--- config.mk ---
export PLATFORM = sky130hd
export DESIGN_NAME = lidar_point_frame_parser
export DESIGN_NICKNAME = d
export VERILOG_FILES = /design/src/sv/lpfp_pkg.sv /design/src/sv/lidar_point_frame_parser.sv /design/src/sv/lpfp_dist_mem.sv /design/src/sv/lpfp_byte_parser.sv /design/src/sv/lpfp_point_emit.sv
export SDC_FILE = /design/constraint.sdc
export NUM_CORES = 1
export LEC_CHECK = 0
export BUFFER_PORTS_ARGS = -buffer_cell sky130_fd_sc_hd__buf_2
export CAP_MARGIN = 20
export CORE_UTILIZATION = 50
export DETAILED_ROUTE_END_ITERATION = 10
export HOLD_SLACK_MARGIN = 0.1
export PLACE_DENSITY_LB_ADDON = 0.25
export REMOVE_ABC_BUFFERS = 1
export SYNTH_ARGS = -nofsm -noshare
export SYNTH_HDL_FRONTEND = slang
export SYNTH_SLANG_ARGS = --single-unit
export TNS_END_PERCENT = 10
--- constraint.sdc ---
create_clock -name clock -period 3.32 [get_ports clock]
set_input_delay 0.498 -clock clock [delete_from_list [all_inputs] [get_ports clock]]
set_output_delay 0.498 -clock clock [all_outputs]
set_load 0.005 [all_outputs]
--- src/sv/lpfp_pkg.sv ---
`default_nettype none

package lpfp_pkg;

   localparam int POINTS_PER_FRAME_DEF = 40;

   localparam logic [7:0]  SYNC_BYTE      = 8'hFF;
   localparam logic [7:0]  SYNC_NIBBLES   = 8'hA5;
   localparam logic [6:0]  START_SCALE    = 7'd100;
   localparam logic [21:0] FULL_TURN      = 22'd2304000;
   localparam logic [15:0] ANGLE_STEP_RST = 16'd4512;
   localparam logic [21:0] REV_JUMP_RST   = 22'd2240000;

   typedef enum logic [1:0] {
      PH_HUNT,
      PH_LEN,
      PH_DATA
   } phase_type;

   typedef enum logic [0:0] {
      CSR_ANGLE_STEP,
      CSR_REVOLUTION_JUMP
   } csr_index_type;

   typedef enum logic [2:0] {
      EM_IDLE,
      EM_BASE,
      EM_ANGLE,
      EM_DIFF,
      EM_PUSH
   } emit_state_type;

   typedef struct packed {
      logic        start;
      logic [14:0] start_raw;
   } frame_done_type;

endpackage

`default_nettype wire

--- src/sv/lidar_point_frame_parser.sv ---
// Lidar frame parser: one received byte per beat in, one point per beat out.
// Input channel req_*: one byte of the serial stream per beat. The parser
// hunts for three 0xFF bytes, takes the next byte as payload length and
// consumes that payload. A payload of 4 + 2*POINTS_PER_FRAME bytes with good
// sync nibbles and checksum yields POINTS_PER_FRAME points on rsp_*.
// Other frames are dropped without output.
// Bytes are taken one per cycle while req_stall is low. After the last
// byte of a good frame, req_stall stays high while the points are
// generated: the emitter loads the base angle, then for each point runs
// its sequence (angle wrap, angle difference, output push) behind the
// registered read of the distance memory.
// A stall on rsp_stall holds the output register and the emitter at its push step;
// input resumes after the last point is loaded, even if it still waits.
// csr_*: angle_step (index 0) and revolution_jump (index 1); write only
// while the block is idle.
// Reset (synchronous) returns to header hunting, restores the register
// defaults and clears the previous-angle history; no clearing pass.
`default_nettype none

module lidar_point_frame_parser #(
   parameter int POINTS_PER_FRAME = lpfp_pkg::POINTS_PER_FRAME_DEF
) (
   input  wire logic        clock,
   input  wire logic        reset,
   input  wire logic        req_valid,
   output      logic        req_stall,
   input  wire logic [7:0]  req_data_byte,
   output      logic        rsp_valid,
   input  wire logic        rsp_stall,
   output      logic [15:0] rsp_range_mm,
   output      logic [21:0] rsp_angle,
   output      logic        rsp_new_revolution,
   output      logic [5:0]  rsp_point_index,
   output      logic        rsp_last_point,
   input  wire logic        csr_write_enable,
   input  wire logic [0:0]  csr_index,
   input  wire logic [21:0] csr_write_data
);

   localparam int IDX_W = (POINTS_PER_FRAME > 1) ? $clog2(POINTS_PER_FRAME) : 1;

   logic [15:0] angle_step_ff, angle_step_in;
   logic [21:0] rev_jump_ff, rev_jump_in;

   logic                     byte_take;
   logic                     busy;
   logic                     mem_we;
   logic [IDX_W-1:0]         mem_waddr;
   logic [15:0]              mem_wdata;
   logic [IDX_W-1:0]         mem_raddr;
   logic [15:0]              mem_rdata;
   lpfp_pkg::frame_done_type frame_done;

   assign req_stall = busy;
   assign byte_take = req_valid && !req_stall;

   always_comb begin
      angle_step_in = angle_step_ff;
      rev_jump_in   = rev_jump_ff;
      if (csr_write_enable) begin
         case (lpfp_pkg::csr_index_type'(csr_index))
            lpfp_pkg::CSR_ANGLE_STEP:      angle_step_in = csr_write_data[15:0];
            lpfp_pkg::CSR_REVOLUTION_JUMP: rev_jump_in   = csr_write_data;
            default: ;
         endcase
      end
   end

   always_ff @(posedge clock) begin
      if (reset) begin
         angle_step_ff <= lpfp_pkg::ANGLE_STEP_RST;
         rev_jump_ff   <= lpfp_pkg::REV_JUMP_RST;
      end else begin
         angle_step_ff <= angle_step_in;
         rev_jump_ff   <= rev_jump_in;
      end
   end

   lpfp_byte_parser #(
      .POINTS_PER_FRAME (POINTS_PER_FRAME),
      .IDX_W            (IDX_W)
   ) u_parser (
      .clock      (clock),
      .reset      (reset),
      .byte_take  (byte_take),
      .data_byte  (req_data_byte),
      .mem_we     (mem_we),
      .mem_addr   (mem_waddr),
      .mem_wdata  (mem_wdata),
      .frame_done (frame_done)
   );

   lpfp_dist_mem #(
      .DEPTH  (POINTS_PER_FRAME),
      .ADDR_W (IDX_W)
   ) u_dist_mem (
      .clock   (clock),
      .wr_en   (mem_we),
      .wr_addr (mem_waddr),
      .wr_data (mem_wdata),
      .rd_addr (mem_raddr),
      .rd_data (mem_rdata)
   );

   lpfp_point_emit #(
      .POINTS_PER_FRAME (POINTS_PER_FRAME),
      .IDX_W            (IDX_W)
   ) u_emit (
      .clock              (clock),
      .reset              (reset),
      .frame_done         (frame_done),
      .angle_step         (angle_step_ff),
      .revolution_jump    (rev_jump_ff),
      .rd_addr            (mem_raddr),
      .rd_data            (mem_rdata),
      .busy               (busy),
      .rsp_valid          (rsp_valid),
      .rsp_stall          (rsp_stall),
      .rsp_range_mm       (rsp_range_mm),
      .rsp_angle          (rsp_angle),
      .rsp_new_revolution (rsp_new_revolution),
      .rsp_point_index    (rsp_point_index),
      .rsp_last_point     (rsp_last_point)
   );

   // no point follows the last one of a frame without a new frame in between
   a_last_ends_burst: assert property (@(posedge clock) disable iff (reset)
      (rsp_valid && !rsp_stall && rsp_last_point) |=> !rsp_valid)
      else $error("point issued right after the last point of a frame");

   // input stays held while a point other than the last one waits at the output
   a_hold_input_mid_frame: assert property (@(posedge clock) disable iff (reset)
      (rsp_valid && !rsp_last_point) |-> req_stall)
      else $error("input taken while a frame is still being emitted");

   // a burst starts only right after an accepted byte
   a_burst_after_byte: assert property (@(posedge clock) disable iff (reset)
      $rose(req_stall) |-> $past(req_valid))
      else $error("emitter started without an accepted byte");

endmodule

`default_nettype wire

--- src/sv/lpfp_dist_mem.sv ---
`default_nettype none

module lpfp_dist_mem #(
   parameter int DEPTH  = lpfp_pkg::POINTS_PER_FRAME_DEF,
   parameter int ADDR_W = 6
) (
   input  wire logic              clock,
   input  wire logic              wr_en,
   input  wire logic [ADDR_W-1:0] wr_addr,
   input  wire logic [15:0]       wr_data,
   input  wire logic [ADDR_W-1:0] rd_addr,
   output      logic [15:0]       rd_data
);

   logic [15:0] mem [DEPTH];
   logic [15:0] rd_data_ff;

   always_ff @(posedge clock) begin
      if (wr_en) begin
         mem[wr_addr] <= wr_data;
      end
   end

   always_ff @(posedge clock) begin
      rd_data_ff <= mem[rd_addr];
   end

   assign rd_data = rd_data_ff;

endmodule

`default_nettype wire

--- src/sv/lpfp_byte_parser.sv ---
`default_nettype none

module lpfp_byte_parser #(
   parameter int POINTS_PER_FRAME = lpfp_pkg::POINTS_PER_FRAME_DEF,
   parameter int IDX_W            = 6
) (
   input  wire logic                   clock,
   input  wire logic                   reset,
   input  wire logic                   byte_take,
   input  wire logic [7:0]             data_byte,
   output      logic                   mem_we,
   output      logic [IDX_W-1:0]       mem_addr,
   output      logic [15:0]            mem_wdata,
   output      lpfp_pkg::frame_done_type frame_done
);

   localparam logic [7:0] FRAME_LEN = 8'(4 + 2 * POINTS_PER_FRAME);

   lpfp_pkg::phase_type phase_ff, phase_in;
   logic [1:0]  ff_run_ff, ff_run_in;
   logic [7:0]  frame_length_ff, frame_length_in;
   logic [7:0]  byte_count_ff, byte_count_in;
   logic [7:0]  xor_ff, xor_in;
   logic [7:0]  check_ff, check_in;
   logic [7:0]  sync_ff, sync_in;
   logic [14:0] start_raw_ff, start_raw_in;
   logic [7:0]  lo_ff, lo_in;

   logic [7:0] count_inc;
   logic [7:0] offset;
   logic [6:0] point_sel;
   logic       last_byte;

   assign count_inc = byte_count_ff + 8'd1;
   assign last_byte = (count_inc == frame_length_ff);
   assign offset    = byte_count_ff - 8'd4;
   assign point_sel = offset[7:1];

   // next state
   always_comb begin
      phase_in = phase_ff;
      if (byte_take) begin
         case (phase_ff)
            lpfp_pkg::PH_HUNT: begin
               if (data_byte == lpfp_pkg::SYNC_BYTE && ff_run_ff == 2'd2) begin
                  phase_in = lpfp_pkg::PH_LEN;
               end
            end
            lpfp_pkg::PH_LEN: begin
               phase_in = (data_byte == 8'd0) ? lpfp_pkg::PH_HUNT : lpfp_pkg::PH_DATA;
            end
            lpfp_pkg::PH_DATA: begin
               if (last_byte) begin
                  phase_in = lpfp_pkg::PH_HUNT;
               end
            end
            default: phase_in = lpfp_pkg::PH_HUNT;
         endcase
      end
   end

   // datapath and outputs
   always_comb begin
      ff_run_in        = ff_run_ff;
      frame_length_in  = frame_length_ff;
      byte_count_in    = byte_count_ff;
      xor_in           = xor_ff;
      check_in         = check_ff;
      sync_in          = sync_ff;
      start_raw_in     = start_raw_ff;
      lo_in            = lo_ff;
      mem_we           = 1'b0;
      mem_addr         = IDX_W'(point_sel);
      mem_wdata        = {data_byte, lo_ff};
      frame_done.start = 1'b0;
      frame_done.start_raw = start_raw_ff;
      if (byte_take) begin
         case (phase_ff)
            lpfp_pkg::PH_HUNT: begin
               if (data_byte == lpfp_pkg::SYNC_BYTE) begin
                  ff_run_in = (ff_run_ff == 2'd2) ? 2'd0 : ff_run_ff + 2'd1;
               end else begin
                  ff_run_in = 2'd0;
               end
            end
            lpfp_pkg::PH_LEN: begin
               frame_length_in = data_byte;
               byte_count_in   = 8'd0;
               xor_in          = 8'd0;
            end
            lpfp_pkg::PH_DATA: begin
               if (byte_count_ff == 8'd0) begin
                  sync_in  = {data_byte[7:4], sync_ff[3:0]};
                  check_in = {check_ff[7:4], data_byte[3:0]};
               end else if (byte_count_ff == 8'd1) begin
                  sync_in  = {sync_ff[7:4], data_byte[7:4]};
                  check_in = {data_byte[3:0], check_ff[3:0]};
               end else begin
                  xor_in = xor_ff ^ data_byte;
                  if (byte_count_ff == 8'd2) begin
                     start_raw_in = {start_raw_ff[14:8], data_byte};
                  end else if (byte_count_ff == 8'd3) begin
                     start_raw_in = {data_byte[6:0], start_raw_ff[7:0]};
                  end else if (32'(point_sel) < POINTS_PER_FRAME) begin
                     // hold the low byte, write the whole entry with the high byte
                     if (!offset[0]) begin
                        lo_in = data_byte;
                     end else begin
                        mem_we = 1'b1;
                     end
                  end
               end
               byte_count_in = count_inc;
               if (last_byte) begin
                  ff_run_in = 2'd0;
                  frame_done.start = (frame_length_ff == FRAME_LEN) &&
                                     (xor_in == check_in) &&
                                     (sync_in == lpfp_pkg::SYNC_NIBBLES);
               end
            end
            default: ;
         endcase
      end
   end

   always_ff @(posedge clock) begin
      if (reset) begin
         phase_ff        <= lpfp_pkg::PH_HUNT;
         ff_run_ff       <= 2'd0;
         frame_length_ff <= 8'd0;
         byte_count_ff   <= 8'd0;
         xor_ff          <= 8'd0;
         check_ff        <= 8'd0;
         sync_ff         <= 8'd0;
         start_raw_ff    <= 15'd0;
      end else begin
         phase_ff        <= phase_in;
         ff_run_ff       <= ff_run_in;
         frame_length_ff <= frame_length_in;
         byte_count_ff   <= byte_count_in;
         xor_ff          <= xor_in;
         check_ff        <= check_in;
         sync_ff         <= sync_in;
         start_raw_ff    <= start_raw_in;
      end
   end

   always_ff @(posedge clock) begin
      lo_ff <= lo_in;
   end

endmodule

`default_nettype wire

--- src/sv/lpfp_point_emit.sv ---
`default_nettype none

module lpfp_point_emit #(
   parameter int POINTS_PER_FRAME = lpfp_pkg::POINTS_PER_FRAME_DEF,
   parameter int IDX_W            = 6
) (
   input  wire logic                     clock,
   input  wire logic                     reset,
   input  wire lpfp_pkg::frame_done_type frame_done,
   input  wire logic [15:0]              angle_step,
   input  wire logic [21:0]              revolution_jump,
   output      logic [IDX_W-1:0]         rd_addr,
   input  wire logic [15:0]              rd_data,
   output      logic                     busy,
   output      logic                     rsp_valid,
   input  wire logic                     rsp_stall,
   output      logic [15:0]              rsp_range_mm,
   output      logic [21:0]              rsp_angle,
   output      logic                     rsp_new_revolution,
   output      logic [5:0]               rsp_point_index,
   output      logic                     rsp_last_point
);

   localparam longint MAX_SUM = 64'd3276700 + 64'd65535 * (POINTS_PER_FRAME - 1);
   localparam int     ACC_W   = $clog2(MAX_SUM + 1);
   localparam logic [IDX_W-1:0] LAST_K = IDX_W'(POINTS_PER_FRAME - 1);

   lpfp_pkg::emit_state_type state_ff, state_in;
   logic [IDX_W-1:0] k_ff, k_in;
   logic [ACC_W-1:0] acc_ff, acc_in;
   logic [21:0]      ang_ff, ang_in;
   logic [21:0]      diff_ff, diff_in;
   logic [21:0]      prev_ff, prev_in;
   logic             rsp_valid_ff, rsp_valid_in;
   logic [15:0]      dist_ff, dist_in;
   logic [21:0]      angle_ff, angle_in;
   logic             newrev_ff, newrev_in;
   logic [5:0]       index_ff, index_in;
   logic             last_ff, last_in;

   logic             slot_free;
   logic             push;
   logic [21:0]      base;
   logic [ACC_W-1:0] wrapped;

   assign slot_free = !rsp_valid_ff || !rsp_stall;
   assign base      = 22'(frame_done.start_raw) * 22'(lpfp_pkg::START_SCALE);
   assign wrapped   = (acc_ff >= ACC_W'(lpfp_pkg::FULL_TURN)) ?
                      acc_ff - ACC_W'(lpfp_pkg::FULL_TURN) : acc_ff;

   // next state
   always_comb begin
      state_in = state_ff;
      case (state_ff)
         lpfp_pkg::EM_IDLE:  if (frame_done.start) state_in = lpfp_pkg::EM_BASE;
         lpfp_pkg::EM_BASE:  state_in = lpfp_pkg::EM_ANGLE;
         lpfp_pkg::EM_ANGLE: state_in = lpfp_pkg::EM_DIFF;
         lpfp_pkg::EM_DIFF:  state_in = lpfp_pkg::EM_PUSH;
         lpfp_pkg::EM_PUSH: begin
            if (slot_free) begin
               state_in = (k_ff == LAST_K) ? lpfp_pkg::EM_IDLE : lpfp_pkg::EM_ANGLE;
            end
         end
         default: state_in = lpfp_pkg::EM_IDLE;
      endcase
   end

   // outputs and datapath
   always_comb begin
      push         = 1'b0;
      k_in         = k_ff;
      acc_in       = acc_ff;
      ang_in       = ang_ff;
      diff_in      = diff_ff;
      prev_in      = prev_ff;
      dist_in      = dist_ff;
      angle_in     = angle_ff;
      newrev_in    = newrev_ff;
      index_in     = index_ff;
      last_in      = last_ff;
      case (state_ff)
         lpfp_pkg::EM_BASE: begin
            k_in   = '0;
            acc_in = ACC_W'(base);
         end
         lpfp_pkg::EM_ANGLE: begin
            ang_in = wrapped[21:0];
         end
         lpfp_pkg::EM_DIFF: begin
            diff_in = (ang_ff > prev_ff) ? ang_ff - prev_ff : prev_ff - ang_ff;
         end
         lpfp_pkg::EM_PUSH: begin
            if (slot_free) begin
               push      = 1'b1;
               dist_in   = rd_data;
               angle_in  = ang_ff;
               newrev_in = diff_ff > revolution_jump;
               index_in  = 6'(k_ff);
               last_in   = (k_ff == LAST_K);
               prev_in   = ang_ff;
               acc_in    = acc_ff + ACC_W'(angle_step);
               k_in      = k_ff + IDX_W'(1);
            end
         end
         default: ;
      endcase
      if (push) begin
         rsp_valid_in = 1'b1;
      end else if (!rsp_stall) begin
         rsp_valid_in = 1'b0;
      end else begin
         rsp_valid_in = rsp_valid_ff;
      end
   end

   always_ff @(posedge clock) begin
      if (reset) begin
         state_ff     <= lpfp_pkg::EM_IDLE;
         k_ff         <= '0;
         prev_ff      <= 22'd0;
         rsp_valid_ff <= 1'b0;
      end else begin
         state_ff     <= state_in;
         k_ff         <= k_in;
         prev_ff      <= prev_in;
         rsp_valid_ff <= rsp_valid_in;
      end
   end

   always_ff @(posedge clock) begin
      acc_ff    <= acc_in;
      ang_ff    <= ang_in;
      diff_ff   <= diff_in;
      dist_ff   <= dist_in;
      angle_ff  <= angle_in;
      newrev_ff <= newrev_in;
      index_ff  <= index_in;
      last_ff   <= last_in;
   end

   assign rd_addr            = k_ff;
   assign busy               = (state_ff != lpfp_pkg::EM_IDLE);
   assign rsp_valid          = rsp_valid_ff;
   assign rsp_range_mm       = dist_ff;
   assign rsp_angle          = angle_ff;
   assign rsp_new_revolution = newrev_ff;
   assign rsp_point_index    = index_ff;
   assign rsp_last_point     = last_ff;

endmodule

`default_nettype wire

Word-level counts from Yosys, hierarchy flattened
Memories as Yosys holds them, arrays and structs flattened. A register that Yosys moved wholly into a read port is not among the register bits.
Index checks and enable logic that the tools add are counted.
{"block": "totals", "register_bits": 250, "latchBits": 0, "ram_bits": 640, "romBits": 0, "input_bits": 36, "out_inout_bits": 48, "wordCells": 144, "memories": 1}
{"block": "op_classes", "addsub": 8, "mul": 1, "div": 0, "magnitude_cmp": 4, "eq_ne": 21, "n_shift": 0, "muxes": 49, "bitwise": 7, "n_reduce_logical": 29}
{"memory": "u_dist_mem.mem", "depth": 40, "word_bits": 16, "read_ports": 1, "rd_ports_with_merged_regs": 1, "write_ports": 1, "line": "lpfp_dist_mem.sv:15", "text": "logic [15:0] mem [DEPTH];"}
{"cell": "8-bit two-way mux", "n": 12}
{"cell": "23-bit case mux with 2 select lines", "n": 1}
{"cell": "22-bit greater-than comparator", "n": 2}
{"cell": "22-bit two-way mux", "n": 2}
{"cell": "22-bit subtractor", "n": 2}
{"cell": "8-bit case mux with 2 select lines", "n": 2}
{"cell": "23-bit by 16-bit adder with 23-bit output", "n": 1}
{"cell": "23-bit by 22-bit >= comparator with 1-bit output, second input constant", "n": 1}
{"cell": "23-bit two-way mux", "n": 1}
{"cell": "22-bit subtractor, second input constant", "n": 1}
{"cell": "15-bit by 5-bit multiplier with 20-bit output, second input constant", "n": 1}
{"cell": "1-bit two-way mux", "n": 17}
{"cell": "8-bit by 2-bit equality test with 1-bit output, second input constant", "n": 2}
{"cell": "8-bit equality test", "n": 2}
{"cell": "8-bit equality test, second input constant", "n": 2}
{"cell": "8-bit zero test", "n": 2}
{"cell": "2-bit AND reduction", "n": 8}
{"cell": "3-bit case mux with 5 select lines", "n": 1}
{"cell": "2-bit two-way mux", "n": 6}
{"cell": "6-bit case mux with 2 select lines", "n": 1}
{"cell": "8-bit by 1-bit adder with 8-bit output, second input constant", "n": 1}
{"cell": "8-bit by 1-bit equality test with 1-bit output, second input constant", "n": 1}
{"cell": "8-bit by 7-bit equality test with 1-bit output, second input constant", "n": 1}
{"cell": "2-bit by 1-bit != test with 1-bit output, second input constant", "n": 4}
{"cell": "other kinds (29)", "n": 45}

Longest topological paths before layout
{"block": "depth", "depth_word": 13, "mapped_depth": 14, "depth_no_buf": 14}

Hierarchy
Synthesis repeated with hierarchy kept, for this count alone.
{"block": "hier_totals", "hier_cells": 3008, "hier_area_um2": 41368.4}
{"module": "lpfp_dist_mem", "instances": 1, "cells_per_inst": 1318, "area_per_inst_um2": 25598.3, "seq_area_each_um2": 19538.7}
{"module": "lpfp_point_emit", "instances": 1, "cells_per_inst": 1066, "area_per_inst_um2": 10403.7, "seq_area_each_um2": 4033.9}
{"module": "lpfp_byte_parser", "instances": 1, "cells_per_inst": 466, "area_per_inst_um2": 3757.4, "seq_area_each_um2": 1421.4}
{"module": "lidar_point_frame_parser", "instances": 1, "cells_per_inst": 158, "area_per_inst_um2": 1609.0, "seq_area_each_um2": 760.7}

Least setup slack after synthesis
Ideal clock, no wire load.
{"block": "synth_path", "kind": "reg-to-reg", "start": "register u_parser.start_raw_ff[2]", "end": "register u_emit.acc_ff[18] (data pin)", "setup_time_ps": 261, "arrival_ps": 2994, "required_ps": 3059, "setup_slack_ps": 65, "stages_incl_launch_ff": 13, "path_buffers": 0, "period_less_slack_ps": 3255, "path_cell_list": "dfxtp_1 > ha_1 > ha_1 > fa_1 > ha_1 > nor2b_1 > o21a_1 > o21ai_0 > a21oi_1 > a21oi_1 > nand2_1 > xor2_1 > a221o_1"}
{"block": "synth_via", "elab_chain_len": 2}
{"item": "start: declaration", "line": "lpfp_byte_parser.sv:26", "text": "logic [14:0] start_raw_ff, start_raw_in;"}
{"item": "start signal: assignment", "line": "lpfp_byte_parser.sv:144", "text": "start_raw_ff <= start_raw_in;"}
{"item": "15-bit by 5-bit multiplier with 20-bit output", "line": "lpfp_point_emit.sv:47", "text": "assign base = 22'(frame_done.start_raw) * 22'(lpfp_pkg::START_SCALE);"}
{"item": "23-bit case mux with 2 select lines", "line": "lpfp_point_emit.sv:81", "text": "case (state_ff)"}
{"item": "named net u_emit.acc_in[18]", "line": "lpfp_point_emit.sv:30", "text": "logic [ACC_W-1:0] acc_ff, acc_in;"}
{"item": "end signal: assignment", "line": "lpfp_point_emit.sv:131", "text": "acc_ff <= acc_in;"}
{"item": "end: declaration", "line": "lpfp_point_emit.sv:30"}
The timed path passes the listed nets, and every way through them passes these cells.
A chain may end at the register's enable or synchronous reset.

Worst setup path in the final report
{"block": "layout_path", "start": "register u_parser.start_raw_ff[3]", "end": "register u_emit.acc_ff[18] (data pin)"}
The elaborated chain is that of the path after synthesis.

==> metrics.csv <==
metric;value;unit
cts-root-buf;clkbuf_16;
grt_overflow;0;
cts.reportedPaths.clkPinSlew;0.06;ns
hold_violations;0;
path_delay_family;adder cells;
ff2ff_path_depth;12;
finalSetupTns;0;ns
cts_buffers;92;
drt-pass1-iter-count;5;
slowest_stage;fa_1;
io_buffers;83;
cts.path.max_buffers;3;
hold_path_class;input port to flop;
initial_core_util;0.505;
postSynthCellCount;2660;
async_flop_share;0;
ys_warn_count;0;
die_w;284;um
core.rowCount;103;
setup_viol;0;
max_freq;0.311;GHz
ys.flop_type;edfxtp_1;
cp-end-kind;flop;
grt_use_total;0.238;
max_slew_margin;0.434;
synth_area;39900;um^2
period_share;0.969;
dr.first_iter.drc_count;2074;
slowest_delay;0.58;ns
dieArea;80800;um^2
core;78900;um^2
finalWorstSetupSlack;0.101;ns
path_class;flop to flop;
hpwl;60400;um
yosysUniqueCellTypes;83;
dpl_worst_slack;-0.198;ns
cp.arrival;3.59;ns
syn2layout_area_growth;15.1;%
vdd_drop_max;0.000401;V
path_common_cell;ha_4;
final_antenna_net_count;0;
crit_path_cell_trace;ha_4, ha_4, fa_1, ha_4, nor2b_1, o21a_1, o21ai_2, a21oi_2, a21oi_2, nand2_1, xor2_1, a221o_1;
grt_pass1_vias;23416;
ys_seq_elements;906;
period_needed;3.22;ns
placed_area;42300;um^2
grt_pass1_wl;144000;um
crit_path_start;u_parser.start_raw_ff[3];
nNetsFinal;3055;
drc;0;
setup.worst_path.start_class;flop;
routedWlPerCell;24.1;um
placed_cells;3801;
fp.dieH;284;um
synth_edf_count;761;
required;3.69;ns
cp_num_buf_inv;0;
utilization;0.582;
vias;23373;
clkLatencyLatePin;0.66;ns
tightestPinTransition;0.848;ns
h-tree-depth;3;
clock_sinks;906;
drive_gt1_frac;0.216;
finalPower;23.1;mW
r2r_start;u_parser.start_raw_ff[3];
reg2reg_slack;0.10;ns
vias_per_cell;5.85;
wl;96400;um
n_antenna_cell;0;
final_cells;3994;
cts_tree;built;
routabilityCongestion;0.917;
timing.rr.end;u_emit.acc_ff[18];
power.leakage;15.8;nW
crit_fanout;4;
pin_count;84;
finalClockSkew;0.0380;ns
drv_slew;0;
rsz0062_at_grt;yes;
avgSynthCellArea;15.0;um^2
outcome;complete, no violations;
p_per_area;504;nW/um^2
finalInstanceArea;45900;um^2
antenna_found_initial;3;
drv_cap;0;
ys_seq_area_frac;0.646;
cp.depth;12;
whs;0.139;ns
critPathCapture;u_emit.acc_ff[18];
grt_max_degree;126;
==> area by class of cell <==
cell class	instances	area, um^2
Clock buffer	107	2390
Clock inverter	65	719
Fill cell	6043	33000
Inverter	145	544
Sequential cell	906	25800
Tap cell	1050	1310
Timing Repair Buffer	241	2010
Multi-Input combinational cell	1480	13100
==> synth_stat cells, types with 14 or more instances <==
| master | number | share of area |
|---|---|---|
| inv_1 | 145 | 0.014 |
| o21ai_0 | 67 | 0.0084 |
| a211oi_1 | 27 | 0.0051 |
| ha_1 | 140 | 0.044 |
| nor2b_1 | 32 | 0.0050 |
| a21oi_1 | 183 | 0.023 |
| xor2_1 | 38 | 0.0084 |
| or3_1 | 14 | 0.0022 |
| o21a_1 | 15 | 0.0028 |
| nand2_1 | 204 | 0.019 |
| mux4_2 | 192 | 0.11 |
| nand3_1 | 45 | 0.0057 |
| xnor2_1 | 47 | 0.010 |
| nor3_1 | 18 | 0.0023 |
| a21o_1 | 42 | 0.0079 |
| nand4_1 | 20 | 0.0031 |
| dfxtp_1 | 145 | 0.073 |
| nor2_1 | 149 | 0.014 |
| clkbuf_1 | 86 | 0.0081 |
| mux2i_1 | 49 | 0.012 |
| edfxtp_1 | 761 | 0.57 |
| buf_2 | 27 | 0.0034 |
==> layout by cell type, fill, tap and decap left out, types with 12 or more instances in the layout <==
cell type      synthesis  layout
o21a_1                15      15
nand2b_1              13      13
nand4_1               20      20
nand2_1              204     204
mux2i_1               49      49
mux4_2               192     192
or3_1                 14      14
buf_2                 27      82
o21ai_0               67      61
inv_1                145     144
nor3_1                18      17
nand3b_1              13      13
dlygate4sd3_1          0      12
clkbuf_16              0      92
a211oi_1              27      26
clkinv_1               0      12
clkbuf_1              86      12
nor4_1                12      12
a21oi_1              183     179
edfxtp_1             761     761
clkinv_2               0      27
nor2_1               149     148
buf_4                 10     120
nand3_1               45      45
buf_12                 0      20
nor2b_1               32      32
ha_1                 140     129
xor2_1                38      38
fa_1                  13      12
xnor2_1               47      47
a21o_1                42      42
dfxtp_1              145     136
==> kinds of logic (layout without fill, tap and decap cells) <==
group           after synthesis  in the layout  share of synthesized area
simple gates                577            577                     0.0696
fa+ha+maj                   153            153                     0.0505
buf+inv                     274            558                     0.0280
mux                         244            244                      0.122
compound gates              421            421                     0.0654
xor+xnor                     85             85                     0.0187
flops                       906            906                      0.646
==> worst min path at each step <==
| stage | slack [ns] | start | depth (start not counted) | endpoint |
|---|---|---|---|---|
| after floorplan | 0.39 | u_dist_mem.rd_data[0] | 0 | u_emit.rsp_range_mm[0] |
| after global placement | 0.39 | u_dist_mem.rd_data[0] | 0 | u_emit.rsp_range_mm[0] |
| after detailed placement | 0.39 | u_dist_mem.rd_data[11] | 0 | u_emit.rsp_range_mm[11] |
| after CTS | 0.10 | csr_write_data[4] | 3 | rev_jump_ff[4] |
| after global routing | 0.12 | csr_write_data[4] | 3 | rev_jump_ff[4] |
| final | 0.14 | rsp_stall | 3 | u_emit.state_ff[2] |
==> tightest hold or removal path, delay by kind of cell <==
kind	cells	cell delay, ns
AO/OA/AOI/OAI	1	0.08
buffers and inverters	1	0.09
AND/OR/NAND/NOR	1	0.08
==> flip-flops by register name, indices dropped and copies added, names as in the netlist, 22 cells and up <==
name              flops
u_emit.diff_ff       22
u_emit.prev_ff       22
u_emit.rsp_angle     22
rev_jump_ff          22
u_emit.acc_ff        23
u_emit.ang_ff        22
u_dist_mem.mem      640
==> where the power goes <==
group / internal (mW) / total [mW] / switching (mW)
sequential: 12.2 / 12.2 / 0.0154
clock: 6.08 / 10.5 / 4.46
combinational: 0.104 / 0.344 / 0.241
total: 18.4 / 23.1 / 4.72
==> metal layers <==
metal	part of all wire	global-route usage
met1	0.43	0.336
met2	0.47	0.372
met3	0.080	0.0552
met4	0.023	0.0657
met5	0.00038	0
==> timing repair <==
action                                 CTS  global route
buffers inserted                         0             2
endpoints found under the hold margin   14             0
gates resized for setup                  9            31
pin swaps                                3            11
gates cloned                             0             0
setup endpoints to repair                6            13
hold buffers                            12             0
(Power assumes the default switching activity.)
